--- src/rtl/sbus_pkg.sv ---
`timescale 1ns / 1ps

package sbus_pkg;

    // Frame layout and decoding constants.
    localparam int FRAME_BYTES     = 25;
    localparam int OUT_CHANNELS    = 18;
    localparam int ANALOG_CHANNELS = 16;
    localparam int FIELD_BITS      = 11;
    localparam int FRAME_W         = FRAME_BYTES * 8;
    localparam int POS_W           = 5;
    localparam int CHAN_W          = 5;
    localparam int CFG_W           = 16;

    localparam logic [7:0]       SYNC_BYTE   = 8'h0F;
    localparam logic [11:0]      DUTY_OFFSET = 12'd880;
    localparam logic [CFG_W-1:0] GAP_RESET   = 16'd175;
    localparam logic [CFG_W-1:0] MAX_RESET   = 16'd2000;
    localparam logic [CFG_W-1:0] MIN_RESET   = 16'd1000;

    // Configuration register indexes.
    typedef enum logic [1:0] {
        CFG_GAP_LIMIT = 2'd0,
        CFG_SERVO_MAX = 2'd1,
        CFG_SERVO_MIN = 2'd2
    } t_cfg_index;

    // Sequencer states.
    typedef enum logic {
        ST_IDLE = 1'b0,
        ST_EMIT = 1'b1
    } t_state;

    // One received byte with its arrival tick.
    typedef struct packed {
        logic [7:0]  rx_byte;
        logic [31:0] time_tick;
    } t_in_item;

    // One decoded channel result.
    typedef struct packed {
        logic [CHAN_W-1:0] channel;
        logic [15:0]       duty;
        logic [31:0]       stamp;
        logic              last;
    } t_out_item;

    // Control from the sequencer to the frame shift line.
    typedef struct packed {
        logic       load;
        logic       shift;
        logic [7:0] data;
    } t_frame_ctl;

endpackage

--- src/rtl/sbus_frame_decoder.sv ---
`timescale 1ns / 1ps

// Serial bus frame decoder.
// Input channel: one received byte and its arrival tick per item, taken when
// i_in_valid is high and o_in_stall is low. Bytes are gathered into 25-byte
// frames opened by the sync byte; a byte that arrives too long after the
// frame start restarts assembly, and a non-sync byte at the frame start is
// dropped. Every byte that does not complete a frame is taken without a stall.
// When the 25th byte is taken, the block stalls its input and sends 18
// channel items, one per cycle while the receiver does not stall, through a
// single output register; the first is presented once the sequencer has
// entered its emit state and loaded it there. When the receiver never stalls,
// the last is taken at the first edge at which the next byte can be taken.
// The sequencer and the frame shift line decode one channel field per cycle.
// A stall on the output channel simply holds the current item and pauses the
// sequencer. Configuration writes (gap limit, servo maximum and minimum) are
// taken at any edge with i_cfg_we high outside reset. Reset empties the output
// register, clears the frame position and start tick and loads the register defaults.
module sbus_frame_decoder (
    input  logic                          i_clk,
    input  logic                          i_rst_n,
    input  logic                          i_in_valid,
    output logic                          o_in_stall,
    input  sbus_pkg::t_in_item            i_in_item,
    output logic                          o_out_valid,
    input  logic                          i_out_stall,
    output sbus_pkg::t_out_item           o_out_item,
    input  logic                          i_cfg_we,
    input  logic [1:0]                    i_cfg_index,
    input  logic [sbus_pkg::CFG_W-1:0]    i_cfg_data
);

    sbus_pkg::t_state r_state, n_state;
    logic [sbus_pkg::POS_W-1:0]  r_pos, n_pos;
    logic [31:0]                 r_start, n_start;
    logic [31:0]                 r_stamp, n_stamp;
    logic [sbus_pkg::CHAN_W-1:0] r_ch, n_ch;
    logic [sbus_pkg::CFG_W-1:0]  r_gap, r_smax, r_smin;

    sbus_pkg::t_frame_ctl        frame_ctl;
    sbus_pkg::t_out_item         issue_item;
    logic [sbus_pkg::FIELD_BITS-1:0] field;
    logic [1:0]                  flags;
    logic [15:0]                 duty;
    logic [31:0]                 elapsed;
    logic [sbus_pkg::POS_W-1:0]  pos_eff;
    logic                        in_acc, issue, out_ready, analog, flag, last_ch;

    // Configuration registers.
    always_ff @(posedge i_clk) begin
        if (!i_rst_n) begin
            r_gap  <= sbus_pkg::GAP_RESET;
            r_smax <= sbus_pkg::MAX_RESET;
            r_smin <= sbus_pkg::MIN_RESET;
        end else if (i_cfg_we) begin
            unique case (i_cfg_index)
                sbus_pkg::CFG_GAP_LIMIT: r_gap  <= i_cfg_data;
                sbus_pkg::CFG_SERVO_MAX: r_smax <= i_cfg_data;
                sbus_pkg::CFG_SERVO_MIN: r_smin <= i_cfg_data;
                default: ;
            endcase
        end
    end

    // Sequencer registers.
    always_ff @(posedge i_clk) begin
        if (!i_rst_n) begin
            r_state <= sbus_pkg::ST_IDLE;
            r_pos   <= '0;
            r_start <= '0;
            r_ch    <= '0;
        end else begin
            r_state <= n_state;
            r_pos   <= n_pos;
            r_start <= n_start;
            r_ch    <= n_ch;
        end
    end

    always_ff @(posedge i_clk) begin
        r_stamp <= n_stamp;
    end

    assign o_in_stall = (r_state != sbus_pkg::ST_IDLE);
    assign in_acc     = i_in_valid && !o_in_stall;

    // Digital channels pick their flag bit from the byte left at bits 15:8 (byte 23).
    assign analog  = (r_ch < sbus_pkg::CHAN_W'(sbus_pkg::ANALOG_CHANNELS));
    assign flag    = (r_ch == sbus_pkg::CHAN_W'(sbus_pkg::ANALOG_CHANNELS)) ? flags[0]
                                                                             : flags[1];
    assign last_ch = (r_ch == sbus_pkg::CHAN_W'(sbus_pkg::OUT_CHANNELS - 1));

    // Frame assembly on input items and channel emission afterwards.
    always_comb begin
        n_state   = r_state;
        n_pos     = r_pos;
        n_start   = r_start;
        n_stamp   = r_stamp;
        n_ch      = r_ch;
        issue     = 1'b0;
        frame_ctl = '0;
        frame_ctl.data = i_in_item.rx_byte;

        elapsed = i_in_item.time_tick - r_start;
        if ((r_pos >= sbus_pkg::POS_W'(sbus_pkg::FRAME_BYTES)) ||
            (elapsed > {16'h0000, r_gap})) begin
            pos_eff = '0;
        end else begin
            pos_eff = r_pos;
        end

        unique case (r_state)
            sbus_pkg::ST_IDLE: begin
                if (in_acc) begin
                    if ((pos_eff == '0) && (i_in_item.rx_byte != sbus_pkg::SYNC_BYTE)) begin
                        n_pos = '0;
                    end else begin
                        frame_ctl.load = 1'b1;
                        if (pos_eff == '0) begin
                            n_start = i_in_item.time_tick;
                        end
                        if (pos_eff == sbus_pkg::POS_W'(sbus_pkg::FRAME_BYTES - 1)) begin
                            n_pos   = '0;
                            n_stamp = i_in_item.time_tick;
                            n_ch    = '0;
                            n_state = sbus_pkg::ST_EMIT;
                        end else begin
                            n_pos = pos_eff + 1'b1;
                        end
                    end
                end
            end
            sbus_pkg::ST_EMIT: begin
                if (out_ready) begin
                    issue           = 1'b1;
                    frame_ctl.shift = analog;
                    if (last_ch) begin
                        n_state = sbus_pkg::ST_IDLE;
                    end else begin
                        n_ch = r_ch + 1'b1;
                    end
                end
            end
            default: n_state = sbus_pkg::ST_IDLE;
        endcase
    end

    always_comb begin
        issue_item.channel = r_ch;
        issue_item.duty    = duty;
        issue_item.stamp   = r_stamp;
        issue_item.last    = last_ch;
    end

    sbus_frame_shift u_frame (
        .i_clk   (i_clk),
        .i_ctl   (frame_ctl),
        .o_field (field),
        .o_flags (flags)
    );

    sbus_duty_unit u_duty (
        .i_field     (field),
        .i_analog    (analog),
        .i_flag      (flag),
        .i_servo_max (r_smax),
        .i_servo_min (r_smin),
        .o_duty      (duty)
    );

    sbus_out_reg u_out (
        .i_clk   (i_clk),
        .i_rst_n (i_rst_n),
        .i_load  (issue),
        .i_item  (issue_item),
        .o_ready (out_ready),
        .o_valid (o_out_valid),
        .i_stall (i_out_stall),
        .o_item  (o_out_item)
    );

endmodule

--- src/rtl/sbus_frame_shift.sv ---
`timescale 1ns / 1ps

module sbus_frame_shift (
    input  logic                                 i_clk,
    input  sbus_pkg::t_frame_ctl                 i_ctl,
    output logic [sbus_pkg::FIELD_BITS-1:0]      o_field,
    output logic [1:0]                           o_flags
);

    logic [sbus_pkg::FRAME_W-1:0] r_frame;

    // Bytes enter at the top, so after a full frame byte k sits at bits 8k+7..8k.
    // During decoding the line moves down by one field per analogue channel,
    // which leaves the flag byte (byte 23) at bits 15:8 at the end.
    always_ff @(posedge i_clk) begin
        if (i_ctl.load) begin
            r_frame <= {i_ctl.data, r_frame[sbus_pkg::FRAME_W-1:8]};
        end else if (i_ctl.shift) begin
            r_frame <= {{sbus_pkg::FIELD_BITS{1'b0}},
                        r_frame[sbus_pkg::FRAME_W-1:sbus_pkg::FIELD_BITS]};
        end
    end

    assign o_field = r_frame[8 +: sbus_pkg::FIELD_BITS];
    assign o_flags = r_frame[9:8];

endmodule

--- src/rtl/sbus_duty_unit.sv ---
`timescale 1ns / 1ps

module sbus_duty_unit (
    input  logic [sbus_pkg::FIELD_BITS-1:0] i_field,
    input  logic                            i_analog,
    input  logic                            i_flag,
    input  logic [sbus_pkg::CFG_W-1:0]      i_servo_max,
    input  logic [sbus_pkg::CFG_W-1:0]      i_servo_min,
    output logic [15:0]                     o_duty
);

    logic [13:0] times5;
    logic [11:0] scaled;

    // Analogue map: floor(5 * v / 8) + 880, built from a shift and two adds.
    always_comb begin
        times5 = {1'b0, i_field, 2'b00} + {3'b000, i_field};
        scaled = {1'b0, times5[13:3]} + sbus_pkg::DUTY_OFFSET;
        if (i_analog) begin
            o_duty = {4'b0000, scaled};
        end else if (i_flag) begin
            o_duty = i_servo_max;
        end else begin
            o_duty = i_servo_min;
        end
    end

endmodule

--- src/rtl/sbus_out_reg.sv ---
`timescale 1ns / 1ps

module sbus_out_reg (
    input  logic                i_clk,
    input  logic                i_rst_n,
    input  logic                i_load,
    input  sbus_pkg::t_out_item i_item,
    output logic                o_ready,
    output logic                o_valid,
    input  logic                i_stall,
    output sbus_pkg::t_out_item o_item
);

    logic                r_valid;
    sbus_pkg::t_out_item r_item;

    // Space is free when the register is empty or its item leaves this cycle.
    assign o_ready = !r_valid || !i_stall;

    always_ff @(posedge i_clk) begin
        if (!i_rst_n) begin
            r_valid <= 1'b0;
        end else if (o_ready) begin
            r_valid <= i_load;
        end
    end

    always_ff @(posedge i_clk) begin
        if (o_ready && i_load) begin
            r_item <= i_item;
        end
    end

    assign o_valid = r_valid;
    assign o_item  = r_item;

endmodule
--- config.mk ---
export PLATFORM = sky130hd
export DESIGN_NAME = sbus_frame_decoder
export DESIGN_NICKNAME = d
export VERILOG_FILES = /design/src/rtl/sbus_pkg.sv /design/src/rtl/sbus_frame_decoder.sv /design/src/rtl/sbus_frame_shift.sv /design/src/rtl/sbus_duty_unit.sv /design/src/rtl/sbus_out_reg.sv
export SDC_FILE = /design/constraint.sdc
export NUM_CORES = 1
export LEC_CHECK = 0
export ABC_AREA = 0
export BUFFER_PORTS_ARGS = -buffer_cell sky130_fd_sc_hd__buf_2
export CORE_ASPECT_RATIO = 1.5
export CORE_MARGIN = 4
export CORE_UTILIZATION = 61
export CTS_CLUSTER_SIZE = 30
export DETAILED_ROUTE_END_ITERATION = 10
export PLACE_DENSITY = 0.79
export SLEW_MARGIN = 10
export SYNTH_ARGS = -nofsm -noshare
export SYNTH_HDL_FRONTEND = slang
export SYNTH_SLANG_ARGS = --single-unit
--- constraint.sdc ---
create_clock -name i_clk -period 15 [get_ports i_clk]
set_clock_uncertainty 0.2 [all_clocks]
set_input_delay 0.75 -clock i_clk [delete_from_list [all_inputs] [get_ports i_clk]]
set_output_delay 0.75 -clock i_clk [all_outputs]
set_load 0.005 [all_outputs]
## Word-level counts from Yosys, hierarchy flattened

Index checks and enable logic that the tools add are counted.

| cells by class | value |
|---|---|
| add/subtract/negate cells | 5 |
| magnitude comparators | 3 |
| eq/ne operators | 11 |
| multiplexer cells | 27 |
| bitwise logic cells | 2 |
| reductions and logical operators | 18 |

Operator list:

| cell | count |
|---|---|
| $mux W200 | 2 |
| $mux W5 | 8 |
| $gt A32 B16 Y1 | 1 |
| $sub A32 B32 Y32 | 1 |
| $mux W16 | 1 |
| $eq A5 B5 Y1 const B | 3 |
| $add A13 B11 Y14 | 1 |
| $mux W1 | 13 |
| $add A11 B10 Y12 const B | 1 |
| $mux W12 | 1 |
| $add A5 B1 Y5 const B | 2 |
| $pmux W5 S2 | 1 |
| $ne A2 B2 Y1 const B | 4 |
| $ne A8 B4 Y1 const B | 1 |
| $reduce_and A2 Y1 | 4 |
| $reduce_and A4 Y1 | 2 |
| $ge A5 B5 Y1 const B | 1 |
| $logic_not A5 Y1 | 1 |
| $lt A5 B5 Y1 const B | 1 |
| $reduce_and A5 Y1 | 1 |
| $logic_and A1 B1 Y1 | 3 |
| $logic_not A1 Y1 | 3 |
| $eq A2 B1 Y1 const B | 1 |
| $eq A2 B2 Y1 const B | 1 |
| 6 further kinds | 8 |

| storage, ports and cells | value |
|---|---|
| register bits after elaboration | 378 |
| bits of input ports | 63 |
| output and inout port bits | 56 |
| logic and storage cells | 81 |

## Longest topological paths before layout

Gate-level depths: netlist (run 1).

| depth | value |
|---|---|
| depth after elaboration | 10 |
| mapped depth | 28 |
| depth with buffers taken out | 26 |

## Hierarchy

From an unflattened synthesis (run 1), not the netlist that was laid out.

| second synthesis, totals | value |
|---|---|
| cell total of the unflattened synthesis | 1501 |
| area, all modules | 18063.6 um^2 |

By module, submodules not included:

| module | instances | cells each | area an instance (um^2) | sequential area each (um^2) |
|---|---|---|---|---|
| sbus_frame_shift | 1 | 419 | 8185.4 | 5765.5 |
| sbus_frame_decoder | 1 | 890 | 7294.5 | 2782.7 |
| sbus_out_reg | 1 | 59 | 1662.8 | 1641.6 |
| sbus_duty_unit | 1 | 133 | 920.9 | 0.0 |

## Least setup slack after synthesis (run 1)

No wires, ideal clock.

| timing path | value |
|---|---|
| path kind | input port to flip-flop |
| start point | in i_in_item[0] (netlist bit) |
| end point | reg u_frame.r_frame[100] (netlist bit) (enable) |
| library setup time | 0.768 ns |
| arrival | 11.241 ns |
| data required time | 14.032 ns |
| slack | 2.791 ns |
| cell stages on the path | 27 |
| path buffers | 2 |
| cell sequence | inv_1 ha_1 fa_1 nand2b_1 a21oi_1 nor2_1 o21ai_0 a21o_1 a211oi_1 nor2_1 ha_1 and4_1 nand2_1 nor2_1 a221o_1 o22ai_1 o2111ai_1 or4_4 nor4_1 nand2_1 ha_1 nor2b_1 nor2_1 nor2_2 buf_6 buf_2 o21ai_1 |

| on the way | value |
|---|---|
| longest elaborated chain between the ends | 10 |

RTL lines:

| item | line | RTL |
|---|---|---|
| start, declared | sbus_frame_decoder.sv:24 | `input sbus_pkg::t_in_item i_in_item,` |
| $sub A32 B32 Y32 | sbus_frame_decoder.sv:104 | `elapsed = i_in_item.time_tick - r_start;` |
| $gt A32 B16 Y1 | sbus_frame_decoder.sv:106 | `(elapsed > {16'h0000, r_gap})) begin` |
| $logic_or A1 B1 Y1 | sbus_frame_decoder.sv:105 | `if ((r_pos >= sbus_pkg::POS_W'(sbus_pkg::FRAME_BYTES)) \|\|` |
| $mux W5 | sbus_frame_decoder.sv:105 |  |
| $logic_not A5 Y1 | sbus_frame_decoder.sv:115 | `if ((pos_eff == '0) && (i_in_item.rx_byte != sbus_pkg::SYNC_BYTE)) begin` |
| $logic_and A1 B1 Y1 | sbus_frame_decoder.sv:115 |  |
| $mux W1 | sbus_frame_decoder.sv:115 |  |
| $mux W1 | sbus_frame_decoder.sv:114 | `if (in_acc) begin` |
| $mux W1 | sbus_frame_decoder.sv:112 | `unique case (r_state)` |
| $reduce_bool A2 Y1 (no line) | n/a |  |
| end signal, assigned | sbus_frame_shift.sv:17 | `r_frame <= {i_ctl.data, r_frame[sbus_pkg::FRAME_W-1:8]};` |
| end signal, assigned | sbus_frame_shift.sv:19 | `r_frame <= {{sbus_pkg::FIELD_BITS{1'b0}},` |
| end, declared | sbus_frame_shift.sv:10 | `logic [sbus_pkg::FRAME_W-1:0] r_frame;` |

No other way between the ends.
A chain may end at the register's enable or synchronous reset.

## Worst setup path in the final report (run 1)

| timing path | value |
|---|---|
| start point | in i_in_item[0] (netlist bit) |
| end point | reg u_frame.r_frame[143] (netlist bit) (enable) |

The elaborated chain is that of the path after synthesis.

==> results of run 1 <==
==> power by group through the flow <==
stage / sequential, uW / combinational (uW) / clock, uW
after floorplan: 1120 / 72.9 / 0
after global routing: 1090 / 122 / 954
after CTS: 1090 / 110 / 911
final: 1100 / 110 / 895
after global placement: 1120 / 107 / 0
after detailed placement: 1120 / 109 / 0
==> worst min path at each step <==
stage	end	startpoint	depth (start not counted)
2_1_floorplan	u_out.o_item[10]	r_stamp[9]	0
3_3_place_gp	u_out.o_item[26]	r_stamp[25]	0
3_5_place_dp	u_out.o_item[18]	r_stamp[17]	0
4_1_cts	r_stamp[9]	i_in_item[9]	1
5_1_grt	r_stamp[20]	i_in_item[20]	1
6_report	u_out.o_item[26]	r_stamp[25]	0
==> metrics by stage <==
step / hold WS (ns) / worst slack (ns) / utilization, % / area [um2]
final: 0.217 / 7.26 / 68.5 / 19700
after global routing: 0.216 / 6.79 / 68.5 / 19700
after CTS: 0.208 / 7.30 / 68.5 / 19700
after detailed placement: 0.205 / 6.77 / 64.4 / 18500
after global placement: 0.201 / 6.95 / 64.4 / 18500
after floorplan: 0.200 / 2.79 / - / 17700
==> layout make-up <==
| cell class | instances | area, um2 | share of cell area [%] |
|---|---|---|---|
| diodes | 1 | 2.50 | 0.0127 |
| repair buffers | 127 | 671 | 3.41 |
| multi-input cells | 934 | 6860 | 34.8 |
| clock buffers | 48 | 998 | 5.07 |
| flip-flops and latches | 370 | 10200 | 51.8 |
| well taps | 390 | 488 | 2.48 |
| clock inverters | 19 | 180 | 0.915 |
| inverters | 79 | 297 | 1.51 |
==> registers in the layout, summed over array words and instances, names as in the netlist <==
name             flops
o_in_stall           1
u_out.o_valid        1
r_pos                5
r_smax              16
r_gap               16
r_start             32
u_frame.r_frame    192
r_ch                 5
r_stamp             32
r_smin              16
u_out.o_item        54
==> worst reg2reg max path, stage by stage, from the launching register on <==
cell and delay [ns]:
dfxtp_1 0.32, ha_1 0.21, fa_1 0.39, nand2b_1 0.18
a21oi_1 0.36, nor2_1 0.15, o21ai_0 0.30, a21o_1 0.17
a211oi_1 0.07, nor2_1 0.11, ha_1 0.26, and4_1 0.17
nand2_1 0.08, nor2_1 0.05, a221o_1 0.31, o22ai_1 0.14
o2111ai_1 0.12, or4_4 0.60, nor4_1 0.45, nand2_1 0.14
ha_1 0.24, nor2b_1 0.15, nor2_1 0.21, nor2_4 0.07
buf_12 0.32, o21ai_4 0.55, buf_4 0.93
==> layout by cell type (no fill, tap or decap), types with 48 or more instances in the layout <==
cell,count
mux2_1,168
ha_1,61
nand2_1,204
nor2_1,51
edfxtp_1,278
dfxtp_1,91
buf_2,118
inv_1,78
mux2i_1,48
a21oi_1,88
==> kinds of logic (layout without fill, tap and decap cells) <==
family | count (synthesis) | in the layout | synth area share [%]
other | 0 | 1 | 0
buffers and inverters | 145 | 273 | 3.93
muxes | 233 | 233 | 14.5
xor gates and xnor gates | 30 | 30 | 1.48
DFF | 370 | 370 | 57.5
adders and majority gates | 63 | 63 | 4.54
and+or+nand+nor | 383 | 383 | 9.96
AOI/OAI and AO/OA | 225 | 225 | 8.08
==> per-layer routing <==
layer | part of all wire (%) | vias to the layer above | track usage, %
li1 | - | 5486 | -
met1 | 39 | 5434 | 26.3
met2 | 53 | 252 | 40.8
met3 | 4.0 | 103 | 3.43
met4 | 4.5 | 2 | 9.89
met5 | 0.036 | - | 0
==> flow_summary.yaml, run 1 <==
worst_setup_path:
  crit_end: "u_frame.r_frame[143]"
  worstPathRequired_ns: 14.95
  r2r_start: "r_start[0]"
  cp-start-kind: "input port"
  crit_fanout: 195
  end_kind: "flop"
  arrival_ns: 7.69
  reg2regPathDepth: 26
  cp_top_family: "simple AND/OR/NAND/NOR gates"
  r2r_end: "u_frame.r_frame[143]"
  regToRegSetupSlack_ns: 7.31
  path_class: "input port to flop"
  crit_path_max_incr_delay_ns: 0.92
  cp_common_cell: "nor2_1"
  crit_buf_inv: 4
  startpoint: "i_in_item[0]"
  cp.depth: 28
  cpMaxStageDelayCell: "buf_4"
floorplan:
  fp.dieH_um: 217
  core_area_um2: 28700
  die_w_um: 147
  rows: 76
  start_util_pct: 61.7
  die-area_um2: 31900
  io_pins: 119
timing:
  maxSlewViolCount: 0
  tightest_slew_ns: 1.06
  rsz0062_at_grt: "no"
  timing.fmax_mhz: 129
  hold_viol: 0
  setup_viol: 0
  fin_crit_ns: 7.74
  relSlewSlack_pct: 29.3
  setup_tns_ns: 0
  final.period_utilization_pct: 51.6
pwr:
  peakVddDrop_v: 0.000110
  pwr-share-seq_pct: 52.2
  power_density_nw_per_um2: 107
  switching_share_pct: 21.7
  p_switching_uw: 455
  total_power_uw: 2100
  p_leak_uw: 0.00591
  cell_internal_pwr_uw: 1650
  combPwrFrac_pct: 5.2
  clkPwrFrac_pct: 42.6
yosys:
  synth_area_um2: 17700
  ys_warn_count: 0
  synthTopCellsByArea: "edfxtp_1, mux2_1, dfxtp_1, nand2_1, ha_1"
  synth_flop_cell: "edfxtp_1"
  ys_seq_area_share_pct: 57.5
  ys_ff_latch: 370
  syn_inst: 1449
  synth_cell_type_count: 70
  syn_avg_cell_area_um2: 12.2
  synthMostInstantiatedCell: "edfxtp_1"
  async_flop_share_pct: 0
  synth_edf_count: 278
  synth_nets: 1575
  synth_common_cells: "edfxtp_1, nand2_1, mux2_1"
  yosys.area.top_type: "edfxtp_1"
  synth_top_area_share_pct: 47.1
clock_network:
  cts_buffers: 37
  clockBufferDepth: 3
  post_cts_buffers: 0
  cts_sinks: 370
  postCtsHoldBufs: 0
  clk_pin_slew_worst_paths_ns: 0.06
  insertion_delay_ns: 0.54
  cts_resized: 0
  cts_tree: "yes"
  cts_root_buf: "clkbuf_16"
  htreeDepth: 2
global_routing:
  grt_max_degree: 196
  grt_pass1_wl_um: 57900
  antenna_found_initial: 1
  grt_remaining_overflow: 0
  grtUsageTotal_pct: 22.5
  grt_pass1_vias: 11500
final_layout:
  nFillCells: 2094
  syn_to_final_growth_pct: 11.2
  drive_above_1_share_pct: 13.8
  final_cell_count_no_fill: 1968
  nets: 1675
job:
  cap_violations: 0
placement:
  dpl.hpwl_um: 25400
  dp.cells: 1900
  place_congestion: 0.933
  port_buffers: 118
route:
  drt-pass1-iter-count: 4
  viasPerCell: 5.73
  wl_per_cell_um: 18.3
  ant_nets: 0
  vias: 11300
  wirelength_um: 35900
  dr.first_iter.drc_count: 608
  route.detailed.drc: 0
run_status:
  status: "complete, no violations"
worst_hold_path:
  min_path_type: "flop to flop"
(Power assumes the default switching activity.)
==> run 2: changes to the inputs <==
- ABC_AREA: 0 -> 1
- clock period: 15 -> 7.7 ns (I/O delays scaled with it)
==> run 2 against run 1 <==
Effect of this change:
- area after synthesis increased by 5.9%
- critical path type unchanged
- global-route usage grew 3.5 points
- largest power group unchanged
- design area up 7.9%
- die area up 5.6%
- highest routed layer is now met4
- cell count grew 42%
- largest cell class unchanged
==> flow_summary.yaml, run 2 <==
timing:
  final.period_utilization_pct: 78.7
  setup_viol: 0
  tightest_slew_ns: 1.05
  maxSlewViolCount: 0
  relSlewSlack_pct: 30.1
  fin_crit_ns: 6.06
  setup_tns_ns: 0
  timing.fmax_mhz: 165
  rsz0062_at_grt: "no"
  hold_viol: 0
yosys:
  ys_warn_count: 0
  synth_common_cells: "nand2_1, edfxtp_1, nand3_1"
  syn_inst: 2243
  ys_ff_latch: 370
  synth_flop_cell: "edfxtp_1"
  yosys.area.top_type: "edfxtp_1"
  synthMostInstantiatedCell: "nand2_1"
  synth_top_area_share_pct: 44.5
  async_flop_share_pct: 0
  ys_seq_area_share_pct: 54.3
  synth_cell_type_count: 46
  synthTopCellsByArea: "edfxtp_1, nand2_1, dfxtp_1, nand3_1, inv_1"
  synth_nets: 2369
  syn_avg_cell_area_um2: 8.36
  synth_edf_count: 278
  synth_area_um2: 18800
pwr:
  p_leak_uw: 0.00980
  peakVddDrop_v: 0.000172
  power_density_nw_per_um2: 198
floorplan:
  rows: 78
  die-area_um2: 33700
  core_area_um2: 30300
  fp.dieH_um: 223
  start_util_pct: 62.0
  die_w_um: 151
  io_pins: 119
placement:
  dpl.hpwl_um: 29600
  port_buffers: 118
  place_congestion: 0.896
  placed_area_um2: 19500
worst_setup_path:
  crit_path_max_incr_delay_ns: 0.82
  worstPathRequired_ns: 7.89
  arrival_ns: 6.26
  end_kind: "flop"
  path_class: "input port to flop"
  reg2regPathDepth: 30
  crit_fanout: 93
  cp_common_cell: "nand2_1"
  cp-start-kind: "input port"
  cpMaxStageDelayCell: "buf_4"
  regToRegSetupSlack_ns: 1.83
run_status:
  status: "complete, no violations"
global_routing:
  antenna_found_initial: 1
  grt_max_degree: 112
  grt_remaining_overflow: 0
  grt_pass1_vias: 14800
  grt_pass1_wl_um: 70700
  grtUsageTotal_pct: 26.0
clock_network:
  htreeDepth: 2
  cts_root_buf: "clkbuf_16"
  clk_pin_slew_worst_paths_ns: 0.06
  cts_sinks: 370
  cts_tree: "yes"
  clockBufferDepth: 3
  cts_buffers: 35
  insertion_delay_ns: 0.54
  post_cts_buffers: 0
final_layout:
  syn_to_final_growth_pct: 13.3
  top_register: "u_frame.r_frame"
  layout_commonest_cell: "nand2_1"
  layout_common_cells: "nand2_1, edfxtp_1, nand3_1, inv_1, nor2_1"
  largest_reg_flops: 192
  nets: 2501
  drive_above_1_share_pct: 8.95
  stdcell_area_um2: 21200
job:
  cap_violations: 0
route:
  route.detailed.drc: 0
  viasPerCell: 5.38
  wirelength_um: 43400
  drt-pass1-iter-count: 5
  vias: 15100
  ant_nets: 0
  wl_per_cell_um: 15.5
  dr.first_iter.drc_count: 928
worst_hold_path:
  whs_path_depth: 3
  min_path_type: "input port to flop"
-- run 2: critical path: cells and delay by family --
| kind | cells | cell delay, ns |
|---|---|---|
| AOI/OAI and AO/OA | 1 | 0.06 |
| buffers and inverters | 8 | 2.53 |
| adders and majority gates | 4 | 1.15 |
| and+or+nand+nor | 18 | 1.83 |
| xor gates and xnor gates | 1 | 0.22 |
-- run 2: where the power goes --
group / switching, uW / leakage, uW / internal (uW)
clock network: 755 / 0.000569 / 1020
registers: 6.18 / 0.00325 / 2130
logic: 183 / 0.00598 / 102
-- run 2: final timing paths --
check / start / end
max: i_in_item[0] / u_frame.r_frame[172]
min: i_in_item[35] / u_frame.r_frame[195]
max reg2reg: r_start[6] / u_frame.r_frame[172]
min reg2reg: r_stamp[28] / u_out.o_item[29]
-- run 2: routing by layer --
layer / global-route usage (%) / vias to the layer above / part of all wire, %
li1: - / 7541 / -
met1: 29.4 / 7024 / 37
met2: 48.3 / 406 / 54
met3: 3.26 / 121 / 4.5
met4: 11.2 / 0 / 4.4
met5: 0 / - / 0
-- run 2: logic make-up after synthesis --
group / synth area share [%]
and+or+nand+nor: 28.9
DFF: 54.3
buffers and inverters: 7.30
AOI/OAI and AO/OA: 4.02
adders and majority gates: 4.28
xor gates and xnor gates: 1.12
-- run 2: what timing repair did --
action | in CTS | in global routing
hold buffers | 52 | 0
endpoints found under the hold margin | 106 | 0
resized for setup | 0 | 0
endpoints found under the setup margin | 0 | 0
-- run 2: metrics by stage --
stage,util (%),hold slack [ns],instances,total power [uW],setup slack (ns)
floorplan,-,0.200,2243,2360,1.15
global placement,64.6,0.202,2686,2440,1.71
detailed placement,64.6,0.205,2686,2440,1.71
CTS,70.2,0.00450,2802,4220,1.69
global route,70.2,0.0322,2802,4340,1.14
finish,70.2,0.0216,2804,4200,1.64
-- run 2: layout make-up --
type	instances	area (um2)
antenna	2	5.00
clock buffer	44	952
tap	400	500
timing repair buffer	183	1220
sequential	370	10200
clock inverter	20	223
inverter	239	900
fill	2367	9010
multi-input combinational	1546	7250
